<file path="config.mk">
export PLATFORM = sky130hd
export DESIGN_NAME = sadg_core
export DESIGN_NICKNAME = d
export VERILOG_FILES = /design/src/hdl/sadg_pkg.sv /design/src/hdl/sadg_core.sv
export SDC_FILE = /design/constraint.sdc
export NUM_CORES = 1
export LEC_CHECK = 0
export BUFFER_PORTS_ARGS = -buffer_cell sky130_fd_sc_hd__buf_2
export CAP_MARGIN = 0
export CELL_PAD_IN_SITES_DETAIL_PLACEMENT = 0
export CELL_PAD_IN_SITES_GLOBAL_PLACEMENT = 1
export CORE_UTILIZATION = 49
export DETAILED_ROUTE_END_ITERATION = 10
export PLACE_DENSITY_LB_ADDON = 0.1
export SYNTH_ARGS = -nofsm -noshare
export SYNTH_HDL_FRONTEND = slang
export SYNTH_SLANG_ARGS = --single-unit
export TNS_END_PERCENT = 1
</file>
<file path="constraint.sdc">
create_clock -name i_clk -period 23.7 [get_ports i_clk]
set_input_delay 1.185 -clock i_clk [delete_from_list [all_inputs] [get_ports i_clk]]
set_output_delay 1.185 -clock i_clk [all_outputs]
set_load 0.02 [all_outputs]
</file>
<file path="src/hdl/sadg_pkg.sv">
`timescale 1ns / 1ps
// ----------------------------------------------------------------------------
// sadg_pkg
// Shared widths, register indexes, types and divide constants for the
// screen-aware stepped frequency governor.
// ----------------------------------------------------------------------------
package sadg_pkg;

    localparam int PCT_W  = 7;
    localparam int FREQ_W = 24;
    localparam int CFG_IDX_W = 3;
    localparam int CFG_DATA_W = FREQ_W;

    // step and cap may exceed 24 bits (pct up to 127)
    localparam int SCALE_W = 25;
    localparam int PROD_W  = PCT_W + FREQ_W;          // 31
    localparam int QUART_W = PROD_W - 2;              // 29

    // floor(n / 25) = (n * DIV25_MAGIC) >> DIV25_SHIFT, exact for n < 2**29
    localparam int DIV25_SHIFT = 34;
    localparam int MAGIC_W = 30;
    localparam logic [MAGIC_W-1:0] DIV25_MAGIC = 30'd687194768;
    localparam int WIDE_W = QUART_W + MAGIC_W;        // 59

    localparam logic [PCT_W-1:0]  RST_UP_THR   = 7'd75;
    localparam logic [PCT_W-1:0]  RST_DOWN_THR = 7'd40;
    localparam logic [PCT_W-1:0]  RST_STEP_PCT = 7'd12;
    localparam logic [PCT_W-1:0]  RST_CAP_PCT  = 7'd40;
    localparam logic [FREQ_W-1:0] RST_MIN_FREQ = '0;
    localparam logic [FREQ_W-1:0] RST_MAX_FREQ = '1;

    typedef enum logic [CFG_IDX_W-1:0] {
        CFG_UP_THR   = 3'd0,
        CFG_DOWN_THR = 3'd1,
        CFG_STEP_PCT = 3'd2,
        CFG_CAP_PCT  = 3'd3,
        CFG_MIN_FREQ = 3'd4,
        CFG_MAX_FREQ = 3'd5
    } t_cfg_idx;

    typedef struct packed {
        logic [PCT_W-1:0]   up_thr;
        logic [PCT_W-1:0]   down_thr;
        logic [FREQ_W-1:0]  min_freq;
        logic [FREQ_W-1:0]  max_freq;
        logic [SCALE_W-1:0] step;
        logic [SCALE_W-1:0] cap;
    } t_cfg;

endpackage

</file>
<file path="src/hdl/sadg_core.sv">
`timescale 1ns / 1ps
// ----------------------------------------------------------------------------
// sadg_core
// Tick pipeline: input register, decision register, then the request update
// that owns last_request and loads the result register.
// ----------------------------------------------------------------------------
module sadg_core
    import sadg_pkg::*;
(
    input  logic              i_clk,
    input  logic              i_rst_n,
    input  t_cfg              i_cfg,
    input  logic              i_in_valid,
    output logic              o_in_stall,
    input  logic [PCT_W-1:0]  i_load_pct,
    input  logic [FREQ_W-1:0] i_current_freq,
    input  logic              i_screen_on,
    output logic              o_out_valid,
    input  logic              i_out_stall,
    output logic [FREQ_W-1:0] o_target_freq,
    output logic              o_round_down
);

    // stage 1
    logic              r_s1_valid;
    logic [PCT_W-1:0]  r_s1_load;
    logic [FREQ_W-1:0] r_s1_cur;
    logic              r_s1_on;
    // stage 2
    logic              r_s2_valid;
    logic [FREQ_W-1:0] r_s2_cur;
    logic              r_s2_on;
    logic              r_s2_ramp;
    logic              r_s2_down;
    logic              n_s2_ramp;
    logic              n_s2_down;
    // state and result
    logic              r_primed;
    logic [FREQ_W-1:0] r_last;
    logic              r_out_valid;
    logic [FREQ_W-1:0] r_target;
    logic              r_round_down;

    logic out_free;
    logic s2_adv;
    logic s1_adv;
    logic fire;

    logic [FREQ_W-1:0]  base;
    logic [FREQ_W-1:0]  req;
    logic [FREQ_W+1:0]  sum;
    logic [FREQ_W-1:0]  up_res;
    logic [FREQ_W+1:0]  dstep;
    logic [FREQ_W-1:0]  dn_req;
    logic [SCALE_W-1:0] cap_f;
    logic [FREQ_W-1:0]  dn_res;
    logic [FREQ_W-1:0]  n_target;
    logic               has_res;

    assign out_free   = !r_out_valid || !i_out_stall;
    assign fire       = r_s2_valid && out_free;
    assign s2_adv     = !r_s2_valid || out_free;
    assign s1_adv     = !r_s1_valid || s2_adv;
    assign o_in_stall = !i_rst_n || !s1_adv;

    assign n_s2_ramp = r_s1_on && (r_s1_load > i_cfg.up_thr);
    assign n_s2_down = !n_s2_ramp && ((r_s1_load < i_cfg.down_thr) || !r_s1_on);

    always_comb begin
        base = r_primed ? r_last : r_s2_cur;
        req  = (base > i_cfg.max_freq || base < i_cfg.min_freq) ? r_s2_cur : base;

        // ramp up, saturate at max
        sum    = {2'b00, req} + {1'b0, i_cfg.step};
        up_res = (sum > {2'b00, i_cfg.max_freq}) ? i_cfg.max_freq : sum[FREQ_W-1:0];

        // step down, doubled while asleep
        dstep  = r_s2_on ? {1'b0, i_cfg.step} : {i_cfg.step, 1'b0};
        dn_req = ({2'b00, req} > dstep) ? FREQ_W'({2'b00, req} - dstep) : i_cfg.min_freq;
        cap_f  = (i_cfg.cap < {1'b0, i_cfg.min_freq}) ? {1'b0, i_cfg.min_freq} : i_cfg.cap;
        if (!r_s2_on) begin
            dn_res = ({1'b0, dn_req} > cap_f) ? cap_f[FREQ_W-1:0] : dn_req;
        end else begin
            dn_res = (dn_req < i_cfg.min_freq) ? i_cfg.min_freq : dn_req;
        end

        n_target = r_s2_ramp ? up_res : dn_res;
        has_res  = r_s2_ramp || r_s2_down;
    end

    always_ff @(posedge i_clk) begin
        if (!i_rst_n) begin
            r_s1_valid  <= 1'b0;
            r_s2_valid  <= 1'b0;
            r_primed    <= 1'b0;
            r_last      <= '0;
            r_out_valid <= 1'b0;
        end else begin
            if (s1_adv) begin
                r_s1_valid <= i_in_valid;
            end
            if (s2_adv) begin
                r_s2_valid <= r_s1_valid;
            end
            if (fire) begin
                r_primed <= 1'b1;
                if (has_res) begin
                    r_last <= n_target;
                end else if (!r_primed) begin
                    r_last <= r_s2_cur;
                end
            end
            if (out_free) begin
                r_out_valid <= fire && has_res;
            end
        end
    end

    // payload registers
    always_ff @(posedge i_clk) begin
        if (s1_adv && i_in_valid) begin
            r_s1_load <= i_load_pct;
            r_s1_cur  <= i_current_freq;
            r_s1_on   <= i_screen_on;
        end
        if (s2_adv && r_s1_valid) begin
            r_s2_cur  <= r_s1_cur;
            r_s2_on   <= r_s1_on;
            r_s2_ramp <= n_s2_ramp;
            r_s2_down <= n_s2_down;
        end
        if (fire && has_res) begin
            r_target     <= n_target;
            r_round_down <= r_s2_ramp;
        end
    end

    assign o_out_valid   = r_out_valid;
    assign o_target_freq = r_target;
    assign o_round_down  = r_round_down;

endmodule

</file>
# After elaboration in Yosys (flattened, before gate mapping)
# Index checks and enable logic that the tools add are counted.
# op_classes
n_mux	11
n_lt_le_gt_ge	9
reduce_logical	21
addsub	2
# op_table
cell	count
24-bit two-way mux	9
24-bit < comparator	2
24-bit by 25-bit adder with 26-bit output	1
24-bit by 26-bit greater-than comparator with 1-bit output	1
26-bit by 24-bit greater-than comparator with 1-bit output	1
26-bit two-way mux	1
24-bit by 25-bit greater-than comparator with 1-bit output	1
25-bit by 24-bit < comparator with 1-bit output	1
25-bit two-way mux	1
24-bit greater-than comparator	1
24-bit subtractor	1
1-bit logical NOT	8
7-bit greater-than comparator	1
1-bit logical OR	7
7-bit < comparator	1
1-bit logical AND	6
# word_totals
register_bits	112
out_inout_bits	27

# Depth between registers and ports, before layout
# depth
ltp_word	11
ltp_mapped	49
ltp_nobuf	40

# Worst setup path after synthesis
# OpenSTA, ideal clock, no wires.
# synth_path
path_type	register -> register
from	register r_primed
to	register r_last[22]
path_stages_with_launch	41
synth_period_minus_slack_ns	9.624
required_ns	23.607
setup_slack_ns	14.076
arrival_ns	9.531
path_buffers	10
cell_sequence	dfxtp_1 > buf_4 > clkbuf_1 > buf_1 > mux2_2 > ha_1 > nand4_1 > nor4_2 > nand4_1 > a21oi_1 > o32ai_2 > nand2_2 > clkbuf_1 > buf_1 > mux2_2 > ha_1 > clkbuf_1 > nand4_1 > [5 not listed] > buf_6 > buf_2 > buf_2 > o21ai_0 > ha_1 > a21o_1 > a21o_1 > a21oi_1 > nor2b_1 > o21ai_0 > a31oi_1 > nor3_1 > and2_1 > clkbuf_1 > nor2_4 > mux2_4 > a221o_1 > o311ai_2
# synth_via
elab_chain_cells	11
# synth_lines
item	line_no	rtl
start: declaration	sadg_core.sv:38	logic r_primed;
start signal: assignment	sadg_core.sv:95	r_primed <= 1'b0;
start signal: assignment	sadg_core.sv:106	r_primed <= 1'b1;
24-bit two-way mux *	n/a	
24-bit greater-than comparator or 24-bit < comparator (tied branches)	sadg_core.sv:71	req = (base > i_cfg.max_freq || base < i_cfg.min_freq) ? r_s2_cur : base;
1-bit logical OR	sadg_core.sv:71	
24-bit two-way mux	sadg_core.sv:71	
24-bit subtractor or 24-bit by 26-bit greater-than comparator with 1-bit output (tied branches)	sadg_core.sv:79	dn_req = ({2'b00, req} > dstep) ? FREQ_W'({2'b00, req} - dstep) : i_cfg.min_freq;
24-bit two-way mux	sadg_core.sv:79	
24-bit by 25-bit greater-than comparator with 1-bit output or 24-bit < comparator (tied branches)	sadg_core.sv:82, sadg_core.sv:84	
24-bit two-way mux (on tied branches)	sadg_core.sv:82, sadg_core.sv:84	
24-bit two-way mux	sadg_core.sv:81	if (!r_s2_on) begin
24-bit two-way mux	sadg_core.sv:87	n_target = r_s2_ramp ? up_res : dn_res;
24-bit two-way mux *	sadg_core.sv:107	if (has_res) begin
end signal: assignment	sadg_core.sv:108	r_last <= n_target;
end signal: assignment	sadg_core.sv:110	r_last <= r_s2_cur;
end: declaration	sadg_core.sv:39	logic [FREQ_W-1:0] r_last;
# Mark *: on every way between the ends. The rest lies on a longest branch, timed or not.
# A chain may end at the register's enable or synchronous reset.

# Worst setup path after layout
# Ends and elaborated chain as after synthesis.

==> run metrics <==
outcome=completed; Die Y-Extent=163 um; Post-CTS Hold Buffers=0; Critical R2R Launch=r_primed; Max Cap Viol=0; R2R depth=32; postcts setup bufs=0; Final Core Density=0.563; first-pass GRT wire length=67.9 mm; Synth cell types=89; number of synthesized flops with an enable pin=84; Overall Global Routing Usage=0.340; register bit total from synthesis=112; ant diodes=0; IO Count=175; Buffers on Ports=174; syn nets=1811; Final Slew Violations=0; commonest non-fill, non-tap cell in the layout=ha_1; multi-input logic area=0.00912 mm^2; die area=0.0267 mm^2; Register Area=0.00308 mm^2; antenna violations before repair=0; Slowest Stage Delay on Critical Path=0.83 ns; CP Capture Point=r_last[22]; crit end category=flop; TritonRoute pass-1 iters=7; DRT antenna net count=0; Routability Congestion=0.986; commonest non-fill, non-tap cells in the layout=ha_1, buf_2, nand2_1, a21oi_1, o21ai_0; pwr/cell area=53.8 mW/mm^2; total wire length=45.6 mm; Mean Syn Cell Area=8.72 um^2; Slew headroom=0.264; vias=12200; Root Driver=clkbuf_16; top cell type's share of synthesized area=0.198; Tmin final=11.43 ns; Max Fclk=0.0875 GHz; Hold Path Class=flop to flop; Area Overhead vs Synth=11.9%; most used cell, CP=a21o_1; hold depth=0; fraction of registers with async set/reset=0; Area contributors post-synth=edfxtp_1, ha_1, mux2i_1, a21oi_1, mux2_2; Fin. Hold Viols=0; H-tree depth=3; filler cell count=2396; setup TNS=0 ns; Initial Util=0.503; Worst Setup Start Kind=flop; vias in the first global route=11800; Leakage=0.00651 uW; First DRT Iteration DRCs=1114; final setup violation count=0; gr ovfl total=0; post-CTS sizing=0; clock buffer depth=2; peak supply drop=30.4 uV; Synth Flop Type=edfxtp_1; R2R Path End=r_last[22]; Netlist Area Pre-Place=0.0127 mm^2; Crit Path Class=flop to flop; DRC Markers=0; largest area contributor in the netlist=edfxtp_1; Crit-path slowest cell=or2_1; Avg WL per Cell=23.5 um; synthesized instance count=1462; Worst-Margin Slew=1.10 ns; largest net degree at the start of global routing=56; Worst EP arrival=11.71 ns; CTS clk-pin slew, worst paths=0.10 ns; part of the cycle the worst path needs=0.482; post-synthesis sequential area ratio=0.242; Required @ worst endpoint=23.98 ns; RSZ-0062 raised after global routing=no; DP HPWL=37.5 mm; TritonCTS clock tree=yes; post-DR vias/cell=6.26; core area=0.0253 mm^2; worst setup path start=r_primed; cell row count=58; share of cells above drive strength 1=0.175; CTS buffer count=9; R2R setup slack=12.27 ns; Final nets=1959; CP Max Fanout=32; clock skew=0.0227 ns; clk_lat worst skew=0.38 ns; CTS sink count=112; Die W=163 um; Synth Warn #=0
[kinds of logic after synthesis]
| logic type | Yosys count | share of synthesized area |
|---|---|---|
| compound gates | 480 | 0.248 |
| xor+xnor | 40 | 0.0275 |
| fa+ha+maj | 201 | 0.198 |
| buf+inv | 152 | 0.0460 |
| flops | 112 | 0.242 |
| mux | 131 | 0.109 |
| simple gates | 346 | 0.128 |
[final cells by class]
class | count | area share
Timing Repair Buffer | 185 | 0.0668
Clock buffer | 9 | 0.0158
Sequential cell | 112 | 0.216
Inverter | 104 | 0.0274
Tap cell | 330 | 0.0289
Multi-Input combinational cell | 1198 | 0.639
Clock inverter | 7 | 0.00570
[worst min path at each step]
stage | from | end | slack [ns]
after detailed placement | r_s1_cur[6] | r_s2_cur[6] | 0.41
after floorplan | r_s1_cur[0] | r_s2_cur[0] | 0.40
final | r_s1_cur[9] | r_s2_cur[9] | 0.42
after global placement | r_s1_cur[6] | r_s2_cur[6] | 0.40
after CTS | r_s1_cur[9] | r_s2_cur[9] | 0.42
after global routing | r_s1_cur[9] | r_s2_cur[9] | 0.42
[per-stage QoR]
| stage | setup WS (ns) | hold slack (ns) | cell area, um^2 | instances | power (uW) |
|---|---|---|---|---|---|
| finish | 12.27 | 0.417 | 14300 | 1945 | 768 |
| global route | 11.87 | 0.419 | 14300 | 1945 | 807 |
| CTS | 12.54 | 0.419 | 14300 | 1945 | 762 |
| global placement | 12.70 | 0.401 | 14000 | 1929 | 594 |
| floorplan | 14.08 | 0.400 | 12700 | 1462 | 478 |
| detailed placement | 12.49 | 0.405 | 14000 | 1929 | 594 |
[layer usage]
| metal | wire length [um] | track usage |
|---|---|---|
| met2 | 21900 | 0.589 |
| met1 | 19600 | 0.436 |
| met4 | 1560 | 0.130 |
| met3 | 2520 | 0.0277 |
| met5 | 0 | 0 |
[Yosys cell counts, types with 24 or more instances]
| cell | count |
|---|---|
| a211oi_1 | 24 |
| xnor2_1 | 28 |
| o21a_1 | 27 |
| nand4_1 | 27 |
| clkbuf_1 | 37 |
| edfxtp_1 | 84 |
| o21ai_0 | 106 |
| nand2_1 | 120 |
| inv_1 | 101 |
| nor2_1 | 83 |
| a21o_1 | 50 |
| a31oi_1 | 31 |
| nand3_1 | 26 |
| mux2i_1 | 78 |
| ha_1 | 199 |
| dfxtp_1 | 28 |
| mux2_2 | 51 |
| a21oi_1 | 121 |
[flip-flops by register name, summed over array words and instances, names as in the netlist]
register and flops:
r_s2_ramp 1, o_round_down 1, r_s2_cur 24, r_last 24
r_s2_valid 1, r_s2_down 1, r_s2_on 1, r_s1_cur 24
r_s1_on 1, r_s1_load 7, r_primed 1, o_out_valid 1
r_s1_valid 1, o_target_freq 24
[worst max-delay path, delay by kind of cell (launching register included)]
| family | cells | cell delay [ns] |
|---|---|---|
| AOI/OAI and AO/OA | 16 | 4.17 |
| adders and majority gates | 3 | 1.12 |
| DFF | 1 | 0.32 |
| buffers and inverters | 1 | 0.38 |
| and+or+nand+nor | 9 | 3.98 |
| muxes | 3 | 1.29 |
[report_power, final]
group,switching [uW],internal (uW),total (uW)
Clock,91.4,76.5,168
Combinational,230,142,372
Sequential,5.08,223,228
Total,327,441,768
(Power assumes the default switching activity.)
